===== src/hdl/flfs_pkg.sv =====
// flfs_pkg: shared types, codes and defaults for the four-level feedback scheduler.
// No dependencies; used by flfs_cell, flfs_level and the top level.
package flfs_pkg;

    localparam int MAX_PROCS_DEF = 64;
    localparam int LEVELS_DEF    = 4;

    localparam int PID_W    = 6;
    localparam int CMD_W    = 2;
    localparam int OUTC_W   = 2;
    localparam int LEVEL_W  = 2;
    localparam int SLICE_W  = 18;
    localparam int STATUS_W = 2;
    localparam int QUANT_W  = 16;

    localparam logic [QUANT_W-1:0] QUANT_RESET = 16'd10;

    typedef enum logic [CMD_W-1:0] {
        CMD_WAKE     = 2'd0,
        CMD_DISPATCH = 2'd1,
        CMD_FINISH   = 2'd2
    } flfs_cmd_t;

    typedef enum logic [OUTC_W-1:0] {
        OUTC_EXPIRED = 2'd0,
        OUTC_BLOCKED = 2'd1,
        OUTC_ENDED   = 2'd2
    } flfs_outc_t;

    typedef enum logic [STATUS_W-1:0] {
        ST_OK          = 2'd0,
        ST_FULL        = 2'd1,
        ST_NOT_RUNNING = 2'd2
    } flfs_status_t;

    typedef struct packed {
        logic [CMD_W-1:0]  cmd;
        logic [PID_W-1:0]  pid_in;
        logic [OUTC_W-1:0] outcome;
    } req_item_t;

    typedef struct packed {
        logic [PID_W-1:0]    pid_out;
        logic [LEVEL_W-1:0]  level_out;
        logic [SLICE_W-1:0]  slice_out;
        logic                idle;
        logic [STATUS_W-1:0] status;
    } rsp_item_t;

    typedef struct packed {
        logic             push;
        logic             pop;
        logic [PID_W-1:0] pid;
    } flfs_lvl_ctl_t;

    typedef struct packed {
        logic empty;
        logic full;
    } flfs_lvl_stat_t;

endpackage


===== src/hdl/flfs_cell.sv =====
// flfs_cell: one queue slot; shifts towards the head on a pop or loads a new pid.
// Depends on flfs_pkg.
module flfs_cell (
    input  logic                        clk,
    input  logic                        shift,
    input  logic                        load,
    input  logic [flfs_pkg::PID_W-1:0]  nbr_pid,
    input  logic [flfs_pkg::PID_W-1:0]  load_pid,
    output logic [flfs_pkg::PID_W-1:0]  pid
);

    logic [flfs_pkg::PID_W-1:0] pid_reg;
    logic [flfs_pkg::PID_W-1:0] pid_next;

    always_comb
    begin
        pid_next = pid_reg;
        if (shift)
        begin
            pid_next = nbr_pid;
        end
        else if (load)
        begin
            pid_next = load_pid;
        end
    end

    always_ff @(posedge clk)
    begin
        pid_reg <= pid_next;
    end

    assign pid = pid_reg;

endmodule


===== src/hdl/flfs_level.sv =====
// flfs_level: one ready queue built as a chain of flfs_cell slots, head at slot 0.
// Depends on flfs_pkg and flfs_cell.
module flfs_level #(
    parameter int DEPTH = flfs_pkg::MAX_PROCS_DEF
) (
    input  logic                        clk,
    input  logic                        rst_n,
    input  flfs_pkg::flfs_lvl_ctl_t     ctl,
    output logic [flfs_pkg::PID_W-1:0]  head_pid,
    output flfs_pkg::flfs_lvl_stat_t    stat
);

    localparam int CNT_W = $clog2(DEPTH + 1);

    logic [CNT_W-1:0]           count_reg;
    logic [CNT_W-1:0]           count_next;
    logic [flfs_pkg::PID_W-1:0] cell_pid [DEPTH];

    for (genvar i = 0; i < DEPTH; i++)
    begin : g_cell
        logic [flfs_pkg::PID_W-1:0] nbr;
        if (i == DEPTH - 1)
        begin : g_last
            assign nbr = '0;
        end
        else
        begin : g_mid
            assign nbr = cell_pid[i+1];
        end

        flfs_cell u_cell (
            .clk      (clk),
            .shift    (ctl.pop),
            .load     (ctl.push && (count_reg == CNT_W'(i))),
            .nbr_pid  (nbr),
            .load_pid (ctl.pid),
            .pid      (cell_pid[i])
        );
    end

    always_comb
    begin
        count_next = count_reg;
        if (ctl.push)
        begin
            count_next = count_reg + 1'b1;
        end
        else if (ctl.pop)
        begin
            count_next = count_reg - 1'b1;
        end
    end

    always_ff @(posedge clk or negedge rst_n)
    begin
        if (!rst_n)
        begin
            count_reg <= '0;
        end
        else
        begin
            count_reg <= count_next;
        end
    end

    assign head_pid   = cell_pid[0];
    assign stat.empty = (count_reg == '0);
    assign stat.full  = (count_reg == CNT_W'(DEPTH));

    a_no_push_full: assert property (@(posedge clk) disable iff (!rst_n)
        ctl.push |-> !stat.full)
        else $error("push into full level");

    a_no_pop_empty: assert property (@(posedge clk) disable iff (!rst_n)
        ctl.pop |-> !stat.empty)
        else $error("pop from empty level");

endmodule


===== src/hdl/four_level_feedback_scheduler_unit.sv =====
// four_level_feedback_scheduler_unit: multilevel feedback queue scheduler top level.
// Depends on flfs_pkg and flfs_level (which uses flfs_cell).
//
//  channel  | handshake          | payload
//  ---------+--------------------+----------------------------------------
//  req      | req_valid/req_stall| cmd, pid_in, outcome  (req_item_t)
//  rsp      | rsp_valid/rsp_stall| pid_out, level_out, slice_out, idle,
//           |                    | status  (rsp_item_t)
//  cfg      | cfg_we             | cfg_data -> base_quantum
//
// One item per cycle while req_stall is low; its result appears in the output register the cycle after.
// Priority pick, queue update and slice multiply are all worked out in the same cycle.
// Reset empties all levels and clears the running process; no clearing pass.
// While a result is held by rsp_stall, req_stall is raised.
module four_level_feedback_scheduler_unit #(
    parameter int MAX_PROCS = flfs_pkg::MAX_PROCS_DEF,
    parameter int LEVELS    = flfs_pkg::LEVELS_DEF
) (
    input  logic                          clk,
    input  logic                          rst_n,
    input  logic                          req_valid,
    output logic                          req_stall,
    input  flfs_pkg::req_item_t           req_item,
    output logic                          rsp_valid,
    input  logic                          rsp_stall,
    output flfs_pkg::rsp_item_t           rsp_item,
    input  logic                          cfg_we,
    input  logic [flfs_pkg::QUANT_W-1:0]  cfg_data
);

    localparam int LVL_W  = (LEVELS > 1) ? $clog2(LEVELS) : 1;
    localparam int PROD_W = LVL_W + 1 + flfs_pkg::QUANT_W;

    logic [flfs_pkg::QUANT_W-1:0] base_q_reg;
    logic [flfs_pkg::PID_W-1:0]   run_pid_reg,   run_pid_next;
    logic [LVL_W-1:0]             run_lvl_reg,   run_lvl_next;
    logic                         run_valid_reg, run_valid_next;
    logic                         rsp_valid_reg, rsp_valid_next;
    flfs_pkg::rsp_item_t          rsp_item_reg,  rsp_item_next;

    flfs_pkg::flfs_lvl_ctl_t      lvl_ctl  [LEVELS];
    flfs_pkg::flfs_lvl_stat_t     lvl_stat [LEVELS];
    logic [flfs_pkg::PID_W-1:0]   head_pid [LEVELS];

    logic                         accept;
    logic                         any_ready;
    logic [LVL_W-1:0]             pick_lvl;
    logic [LVL_W-1:0]             down_lvl;
    logic [LVL_W-1:0]             grant_lvl;
    logic [LVL_W:0]               grant_mul;
    logic [PROD_W-1:0]            grant_prod;

    for (genvar l = 0; l < LEVELS; l++)
    begin : g_level
        flfs_level #(
            .DEPTH (MAX_PROCS)
        ) u_level (
            .clk      (clk),
            .rst_n    (rst_n),
            .ctl      (lvl_ctl[l]),
            .head_pid (head_pid[l]),
            .stat     (lvl_stat[l])
        );
    end

    assign req_stall = rsp_valid_reg && rsp_stall;
    assign accept    = req_valid && !req_stall;

    // lowest-numbered (highest-priority) non-empty level
    always_comb
    begin
        any_ready = 1'b0;
        pick_lvl  = '0;
        for (int l = LEVELS - 1; l >= 0; l--)
        begin
            if (!lvl_stat[l].empty)
            begin
                any_ready = 1'b1;
                pick_lvl  = LVL_W'(l);
            end
        end
    end

    assign down_lvl   = (run_lvl_reg == LVL_W'(LEVELS - 1)) ? run_lvl_reg
                                                             : LVL_W'(run_lvl_reg + 1'b1);
    assign grant_lvl  = run_valid_reg ? run_lvl_reg : pick_lvl;
    assign grant_mul  = (LVL_W + 1)'(grant_lvl) + 1'b1;
    assign grant_prod = PROD_W'(grant_mul) * PROD_W'(base_q_reg);

    always_comb
    begin
        for (int l = 0; l < LEVELS; l++)
        begin
            lvl_ctl[l] = '0;
        end
        run_pid_next   = run_pid_reg;
        run_lvl_next   = run_lvl_reg;
        run_valid_next = run_valid_reg;
        rsp_item_next  = '0;

        if (accept)
        begin
            case (req_item.cmd)
                flfs_pkg::CMD_WAKE:
                begin
                    if (lvl_stat[0].full)
                    begin
                        rsp_item_next.status = flfs_pkg::ST_FULL;
                    end
                    else
                    begin
                        lvl_ctl[0].push = 1'b1;
                        lvl_ctl[0].pid  = req_item.pid_in;
                    end
                end
                flfs_pkg::CMD_DISPATCH:
                begin
                    if (run_valid_reg)
                    begin
                        rsp_item_next.pid_out   = run_pid_reg;
                        rsp_item_next.level_out = flfs_pkg::LEVEL_W'(run_lvl_reg);
                        rsp_item_next.slice_out = flfs_pkg::SLICE_W'(grant_prod);
                    end
                    else if (any_ready)
                    begin
                        lvl_ctl[pick_lvl].pop   = 1'b1;
                        run_pid_next            = head_pid[pick_lvl];
                        run_lvl_next            = pick_lvl;
                        run_valid_next          = 1'b1;
                        rsp_item_next.pid_out   = head_pid[pick_lvl];
                        rsp_item_next.level_out = flfs_pkg::LEVEL_W'(pick_lvl);
                        rsp_item_next.slice_out = flfs_pkg::SLICE_W'(grant_prod);
                    end
                    else
                    begin
                        rsp_item_next.idle = 1'b1;
                    end
                end
                flfs_pkg::CMD_FINISH:
                begin
                    if (!run_valid_reg)
                    begin
                        rsp_item_next.status = flfs_pkg::ST_NOT_RUNNING;
                    end
                    else
                    begin
                        run_valid_next = 1'b0;
                        if (req_item.outcome == flfs_pkg::OUTC_EXPIRED)
                        begin
                            if (lvl_stat[down_lvl].full)
                            begin
                                rsp_item_next.status = flfs_pkg::ST_FULL;
                            end
                            else
                            begin
                                lvl_ctl[down_lvl].push = 1'b1;
                                lvl_ctl[down_lvl].pid  = run_pid_reg;
                            end
                        end
                    end
                end
                default:
                begin
                    rsp_item_next = '0;
                end
            endcase
        end
    end

    assign rsp_valid_next = accept || (rsp_valid_reg && rsp_stall);

    always_ff @(posedge clk or negedge rst_n)
    begin
        if (!rst_n)
        begin
            base_q_reg    <= flfs_pkg::QUANT_RESET;
            run_pid_reg   <= '0;
            run_lvl_reg   <= '0;
            run_valid_reg <= 1'b0;
            rsp_valid_reg <= 1'b0;
        end
        else
        begin
            if (cfg_we)
            begin
                base_q_reg <= cfg_data;
            end
            run_pid_reg   <= run_pid_next;
            run_lvl_reg   <= run_lvl_next;
            run_valid_reg <= run_valid_next;
            rsp_valid_reg <= rsp_valid_next;
        end
    end

    always_ff @(posedge clk)
    begin
        if (accept)
        begin
            rsp_item_reg <= rsp_item_next;
        end
    end

    assign rsp_valid = rsp_valid_reg;
    assign rsp_item  = rsp_item_reg;

    a_accept_gives_rsp: assert property (@(posedge clk) disable iff (!rst_n)
        accept |=> rsp_valid_reg)
        else $error("accepted item gave no result");

    a_run_ends_on_finish: assert property (@(posedge clk) disable iff (!rst_n)
        $fell(run_valid_reg) |-> $past(accept && req_item.cmd == flfs_pkg::CMD_FINISH))
        else $error("running process lost without finish");

    a_idle_when_empty: assert property (@(posedge clk) disable iff (!rst_n)
        (accept && req_item.cmd == flfs_pkg::CMD_DISPATCH && !run_valid_reg && !any_ready)
        |=> (rsp_item_reg.idle && !run_valid_reg))
        else $error("empty dispatch not reported idle");

    a_run_starts_on_dispatch: assert property (@(posedge clk) disable iff (!rst_n)
        $rose(run_valid_reg) |-> $past(accept && req_item.cmd == flfs_pkg::CMD_DISPATCH))
        else $error("process started without dispatch");

endmodule

===== config.mk =====
export PLATFORM = sky130hd
export DESIGN_NAME = four_level_feedback_scheduler_unit
export DESIGN_NICKNAME = d
export VERILOG_FILES = /design/src/hdl/flfs_pkg.sv /design/src/hdl/flfs_cell.sv /design/src/hdl/flfs_level.sv /design/src/hdl/four_level_feedback_scheduler_unit.sv
export SDC_FILE = /design/constraint.sdc
export NUM_CORES = 2
export LEC_CHECK = 0
export ABC_AREA = 1
export ABC_CLOCK_PERIOD_IN_PS = 4700
export BUFFER_PORTS_ARGS = -buffer_cell sky130_fd_sc_hd__buf_2
export CAP_MARGIN = 20
export CORE_ASPECT_RATIO = 0.9
export CORE_UTILIZATION = 60
export CTS_BUF_LIST = sky130_fd_sc_hd__clkbuf_4 sky130_fd_sc_hd__clkbuf_8
export DETAILED_ROUTE_END_ITERATION = 10
export PLACE_DENSITY = 0.76
export SLEW_MARGIN = 30
export SYNTH_ARGS = -nofsm -noshare
export SYNTH_HDL_FRONTEND = slang
export SYNTH_SLANG_ARGS = --single-unit
export TNS_END_PERCENT = 10

===== constraint.sdc =====
create_clock -name clk -period 4.7 [get_ports clk]
set_clock_uncertainty 0.05 [all_clocks]
set_input_delay 0.235 -clock clk [delete_from_list [all_inputs] [get_ports clk]]
set_output_delay 0.235 -clock clk [all_outputs]
set_load 0.005 [all_outputs]

After elaboration in Yosys (flattened, before gate mapping)
Index checks and enable logic that the tools add are counted.
W data, S select, Z words.
- register bits: 1619
- bits of input ports: 31
- output and inout bits: 31
- word-level logic and storage cells: 1634
- reductions and logical operators: 528
- multipliers: 1
- equal/unequal tests: 259
- magnitude comparators: 4
- add/sub/neg operators: 10
- muxes and demuxes: 558
- bitwise operators: 4
- operator list (cell ; number):
    $mux W6 ; 508
    $eq A7 B6 Y1 const B ; 128
    $reduce_bool A2 Y1 ; 257
    $eq A7 B5 Y1 const B ; 64
    $logic_and A1 B1 Y1 ; 260
    $eq A7 B4 Y1 const B ; 32
    $mux W32 ; 4
    $eq A7 B3 Y1 const B ; 16
    $mux W7 ; 9
    $mux W31 ; 2
    $eq A7 B2 Y1 const B ; 8
    $mux W26 ; 2
    $demux W8 S2 ; 3
    $pmux W24 S2 ; 1
    $bwmux W32 ; 1
    $add A7 B1 Y7 const B ; 4
    $eq A7 B1 Y1 const B ; 4
    $eq A7 B7 Y1 const B ; 4
    $logic_not A7 Y1 ; 4
    $sub A7 B1 Y7 const B ; 4
    $mul A3 B16 Y18 ; 1
    $pmux W6 S3 ; 1
    $mux W2 ; 7
    $mux W1 ; 13
    20 further kinds ; 27

Depth between registers and ports, before layout
- word-level depth: 17
- depth in mapped cells: 26
- mapped depth without buffers: 24

Modules after synthesis
From an unflattened synthesis, not the netlist that was laid out.
- cells, all modules: 7911
- area, all modules: 74310.0 um^2
- modules (own cells, without submodules) (module ; area an instance (um^2) ; seq. area each (um^2) ; instances ; cells each):
    flfs_cell ; 257.7 ; 180.2 ; 256 ; 26
    four_level_feedback_scheduler_unit ; 4190.3 ; 1524.0 ; 1 ; 568
    flfs_level (g_level[1].u_level ...) ; 1042.2 ; 175.2 ; 3 ; 171
    flfs_level (g_level[0].u_level) ; 1009.7 ; 175.2 ; 1 ; 174

Least setup slack after synthesis
No wires, ideal clock.
- kind: register to register
- start point: register g_level[2].u_level.count_reg[0]
- end point: register rsp_item_reg, in the netlist rsp_item[19] (data pin)
- setup time: 0.253 ns
- data arrival time: 4.000 ns
- cell stages (with the launch flop): 25
- clock period less this slack: 4.303 ns
- data required time: 4.397 ns
- path buffers: 2
- path slack: 0.397 ns
- path through: dfrtp_1 -> inv_1 -> ha_1 -> nand2_2 -> clkinv_2 -> nand2_2 -> o21ai_4 -> nand2_4 -> inv_2 -> nand2_1 -> nand2_1 -> ha_1 -> clkbuf_1 -> clkbuf_1 -> nand2_1 -> fa_1 -> inv_1 -> fa_1 -> nand3_1 -> nand2_1 -> a21boi_0 -> nand2b_1 -> nand2_1 -> nor2_1 -> nor2_1
- cells in the longest elaborated chain, start to end: 9
- elaborated cells on any way between the ends: 12
- those cells by class: 1 x add/sub; 1 x mul; 9 x mux; 1 x reduce/logical
- RTL lines (item ; line ; RTL):
    start: declaration ; flfs_level.sv:15 ; logic [CNT_W-1:0] count_reg;
    start signal: assignment ; flfs_level.sv:62 ; count_reg <= count_next;
    $logic_not A7 Y1 * ; flfs_level.sv:67 ; assign stat.empty = (count_reg == '0);
    $mux W2 (3 in a row) ; four_level_feedback_scheduler_unit.sv:76 ; if (!lvl_stat[l].empty)
    $mux W2 ; four_level_feedback_scheduler_unit.sv:86 ; assign grant_lvl = run_valid_reg ? run_lvl_reg : pick_lvl;
    $add A2 B1 Y3 ; four_level_feedback_scheduler_unit.sv:87 ; assign grant_mul = (LVL_W + 1)'(grant_lvl) + 1'b1;
    $mul A3 B16 Y18 ; four_level_feedback_scheduler_unit.sv:88 ; assign grant_prod = PROD_W'(grant_mul) * PROD_W'(base_q_reg);
    $mux W26 ; four_level_feedback_scheduler_unit.sv:124 ; else if (any_ready)
    $mux W26 * ; four_level_feedback_scheduler_unit.sv:118 ; if (run_valid_reg)
    end signal: assignment ; four_level_feedback_scheduler_unit.sv:199 ; rsp_item_reg <= rsp_item_next;
    end: declaration ; four_level_feedback_scheduler_unit.sv:39 ; flfs_pkg::rsp_item_t rsp_item_reg, rsp_item_next;
Every way passes the cells marked *; elsewhere a longest branch is shown, timed or not.
A chain may end at the register's enable or synchronous reset.

Worst setup path after layout
- start point: register g_level[0].u_level.count_reg[0]
- end point: register rsp_item_reg, in the netlist rsp_item[19] (data pin)
- cells in the longest elaborated chain, start to end: 7
- elaborated cells on any way between the ends: 8
- those cells by class: 1 x add/sub; 1 x mul; 5 x mux; 1 x reduce/logical
- RTL lines (item ; line):
    start: declaration ; flfs_level.sv:15
    start signal: assignment ; flfs_level.sv:62
    $logic_not A7 Y1 * ; flfs_level.sv:67
    $mux W2 ; four_level_feedback_scheduler_unit.sv:76
    $mux W2 ; four_level_feedback_scheduler_unit.sv:86
    $add A2 B1 Y3 ; four_level_feedback_scheduler_unit.sv:87
    $mul A3 B16 Y18 ; four_level_feedback_scheduler_unit.sv:88
    $mux W26 ; four_level_feedback_scheduler_unit.sv:124
    $mux W26 * ; four_level_feedback_scheduler_unit.sv:118
Marked as above.

==> impl.org <==
** Die
- I/O pins :: 62
- Die span in y :: 324 um
- Floorplan row count :: 117
- Die Outline Area :: 117000 um2
- Floorplan die width :: about 360 um
- Starting density of the core :: 0.609
- Placeable Area :: approximately 110000 um2

** Setup path
- Along the worst path, the maximum fanout reaches 15.
- The slowest stage of the critical path belongs to the cell fa_1.
- Worst reg-to-reg setup slack :: around 0.3 ns
- In this run the critical register-to-register path is launched from g_level[0].u_level.count_reg[0].
- Number of cell instances on the worst register-to-register path :: 23
- Critical Path Sink Type :: flop
- Cell family with most CP delay :: simple AND/OR/NAND/NOR gates
- Worst Setup Path Type :: reg -> reg
- Data on the critical path is required at its endpoint by 5.35 ns.
- Sort of element at the start of the critical path :: flop
- Capture point of the worst reg-to-reg path :: rsp_item[19]
- Counting both buffers and inverters, the worst setup path holds a total of 5.
- The cell that appears most often on the critical path is nand2_1.
- CP Cell Sequence :: inv_2 > ha_1 > nand2_2 > inv_2 > nand2_2 > nor2_4 > nand2_4 > nor2_4 > inv_1 > nand2_1 > ha_1 > buf_6 > nand2_1 > fa_1 > inv_1 > fa_1 > nand3_1 > nand2_1 > a21boi_1 > nand2b_1 > nand2_1 > nor2_1 > nor2_1
- Data arrival time of the critical path :: a little over 5 ns
- On the worst path, the slowest cell contributes a delay of between 0.5 and 0.6 ns.

** Yosys
- Ys Warns :: 0
- The share of the Yosys chip area taken by registers is 0.695.
- In the synthesized netlist the async set-or-reset flop fraction comes to 0.0334.
- Syn Nets :: 6512
- Among all flip-flop cells after synthesis, the most frequent one is edfxtp_1.
- The netlist uses 45 different library cells.
- Averaged over all synthesized cells, the footprint is 10.8 um2.
- Synthesis handed over a netlist of 6425 instances.
- After synthesis the cells add up to 69300 um2.
- Number of enable flip-flop cells after synthesis :: 1541
- FF+latch count, synth :: 1619

** Routing
- For this run, design rule violations remaining after detail routing come to 0.
- Number of vias per cell :: 5.57
- Before antenna repair, the detailed router went through 6 iterations.
- Vias :: 45700
- Number of nets with antenna violations after routing :: 0
- The final layout contains routed wiring with a total length of 152000 um.
- After the first detailed-routing iteration, the DRC count stood at between 5000 and 6000.
- After detailed routing, the average wire length per cell comes to 18.6 um.

** GRT
- Antenna violations before repair :: 6
- Largest net degree at the start of global routing :: between 200 and 250
- Number of global-route vias before repair :: 44500
- Summed over all layers, the global routing overflow is 0.
- Total routing usage reported by global routing :: 0.261
- The first global-routing pass estimated ~240000 um of wire.

** Flow run
- Across the run, the number of max-cap violations was 0.

** STA
- Final total negative setup slack :: 0 ns
- The number of failing hold endpoints at the final stage came to 0.
- Setup violations remaining at the end of the flow were counted as 0.
- The count of pins over their slew limit is 0.
- Remaining max-slew budget at the tightest pin :: 0.339
- Crit share post-route :: 0.936
- Hold timing on the final database bottoms out at a slack of ~0.14 ns.
- Slew @ Worst Pin :: slightly below 1 ns
- The clock period could shrink to around 4.4 ns.
- Timing would allow up to roughly 230 MHz.

** Status
- Outcome :: completed

** Pwr
- Proportion of power drawn by the clock network :: 0.363
- The share of total power dissipated in combinational logic is 0.119.
- In this run the power spent charging and discharging nets is around 8.3 mW.
- The analysis attributes to cell leakage a power of 34.6 nW.
- Fraction of power spent switching nets :: 0.264
- Power per Cell Area :: 413 nW/um2
- Of the total power, registers draw 0.518.
- Cell internal power was estimated by the tool at around 23 mW.
- Worst voltage drop across the vdd grid :: 0.388 mV

** Worst hold path
- The worst hold path terminates at g_level[0].u_level.g_cell[63].u_cell.pid[3].
- In this run the most critical hold path is launched from req_item[5].
- Number of cells on the worst hold path :: 4
- In this run the worst hold path is classified as in -> reg.

** Layout
- The register with the most flip-flops in the layout has 1536 of them.
- Synth-to-Final Area Change :: 9.70%
- # fillers :: 8202
- For this run, the number of standard cells in the final layout without fillers is slightly above 8000.
- Of the cells placed in the final design, the portion with a size suffix greater than 1 is 0.101.
- After the last flow step, the layout net total stands at about 6600.

** CTS
- In this run the deepest clock path goes through 3 buffers.
- TritonCTS clock tree :: yes
- H-Tree Depth :: 4
- Clock tree synthesis found a total of roughly 1600 sinks.
- Clock input transition at the sequential cells of the worst setup and hold paths :: 0.06 ns
- Buffer type at the clock tree root :: clkbuf_8
- Clock latency of the later-clocked register in the worst-skew pair :: 0.95 ns
- Number of CTS-inserted buffers :: 238

** Placement
- # port buffers :: 61
- At the end of routability-driven placement, the weighted congestion stood at between 0.9 and 1.
- After legalization and detailed placement, the total HPWL measured 92000 um.
- Placed cell count :: 7668
cells in the final DEF (no fill, tap or decap), types with 13 or more instances in the layout:
cell              n
clkinv_1         64
clkbuf_8        247
xor2_1           36
edfxtp_1       1541
clkbuf_4         81
buf_2            61
dlygate4sd3_1    68
o21ai_0         218
nor3_1           29
clkinv_2         29
nand2_1        2722
nand4_1          67
mux2_2           13
fa_1             15
a21oi_1          27
o21ai_1         337
nand2_2          20
buf_12           19
dfrtp_1          52
nand3_1         124
dfxtp_1          24
ha_1             40
inv_1           541
buf_4           100
nor2_1           91
inv_2            19
routing by layer:
metal  vias to the layer above  GRT usage  wire, um
met5                         -          0         8
met2                      2065      0.390     68400
met1                     22100      0.381     65500
met3                       248     0.0682     15400
li1                      21300          -         -
met4                         2     0.0722      2930
worst min-delay path: cells and delay by family:
kind | cells | cell delay, ns
AOI/OAI and AO/OA | 1 | 0.11
buffers and inverters | 3 | 0.75
cell usage after synthesis (3+ instances only):
library cell,number,area [um2]
ha_1,41,513
buf_4,48,360
nand3_1,130,651
nor2_1,91,342
buf_2,202,1010
mux2_2,13,146
o211ai_1,7,52.6
nor2_4,11,124
clkbuf_1,122,458
dfxtp_1,24,480
edfxtp_1,1541,46300
inv_1,543,2040
or2_2,3,18.8
o21ai_1,301,1510
buf_6,37,417
xor2_1,36,315
nor2_2,8,50.1
buf_1,6,22.5
o31ai_1,18,135
dfrtp_1,52,1300
o21ai_0,254,1270
fa_1,15,300
inv_2,17,63.8
nand2_1,2733,10300
nand4_1,67,419
nor3_1,31,155
xnor2_1,4,35.0
nand2_2,11,68.8
a21oi_1,27,135
nand3_2,11,110
power by group through the flow:
stage | Combinational [mW] | Sequential, mW | Clock (mW)
finish | 3.73 | 16.3 | 11.4
global route | 4.12 | 16.3 | 12.2
CTS | 3.51 | 16.2 | 11.5
detailed placement | 3.43 | 16.5 | 0
global placement | 3.35 | 16.5 | 0
floorplan | 2.53 | 16.4 | 0
cell type report:
class | count | area (um2) | area share
clock inverters | 114 | 772 | 0.0102
inverters | 564 | 2130 | 0.0280
flip-flops and latches | 1619 | 48100 | 0.633
diodes | 6 | 15.0 | 0.000198
repair buffers | 249 | 2130 | 0.0280
multi-input cells | 3827 | 17000 | 0.223
clock buffers | 328 | 4010 | 0.0527
well taps | 1487 | 1860 | 0.0245
metrics by stage:
| step | util | setup WS, ns | instance area (um2) | power (mW) |
|---|---|---|---|---|
| floorplan | - | 0.397 | 69300 | 18.9 |
| global placement | 0.618 | 0.216 | 70300 | 19.9 |
| detailed placement | 0.619 | 0.100 | 70400 | 20.0 |
| CTS | 0.667 | 0.0557 | 75800 | 31.3 |
| global route | 0.668 | -0.00798 | 76000 | 32.6 |
| finish | 0.668 | 0.302 | 76000 | 31.4 |
cell families (layout without fill, tap and decap cells):
logic type | Yosys count | in the layout | share of synthesized area
compound gates | 615 | 615 | 0.0458
other cells | 0 | 6 | 0
xor+xnor | 40 | 40 | 0.00506
fa+ha+maj | 56 | 56 | 0.0117
buf+inv | 979 | 1255 | 0.0634
flops | 1619 | 1619 | 0.695
simple gates | 3103 | 3103 | 0.177
mux | 13 | 13 | 0.00211
worst max path at each step:
| stage | startpoint | endpoint | slack, ns | cells past startpoint |
|---|---|---|---|---|
| 2_1_floorplan | g_level[2].u_level.count_reg[0] | rsp_item[19] | 0.40 | 24 |
| 3_3_place_gp | g_level[2].u_level.count_reg[0] | rsp_item[19] | 0.22 | 23 |
| 3_5_place_dp | g_level[2].u_level.count_reg[0] | rsp_item[19] | 0.10 | 23 |
| 4_1_cts | g_level[2].u_level.count_reg[0] | rsp_item[19] | 0.06 | 23 |
| 5_1_grt | g_level[1].u_level.count_reg[1] | rsp_item[20] | -0.008 | 24 |
| 6_report | g_level[0].u_level.count_reg[0] | rsp_item[19] | 0.30 | 23 |
repair_timing:
item,4_1_cts,5_1_grt
buffers inserted,0,7
hold buffers,68,0
resized for setup,0,6
endpoints found under the hold margin,100,0
setup endpoints to repair,0,11
No activity file was read; power rests on OpenSTA's default activity.
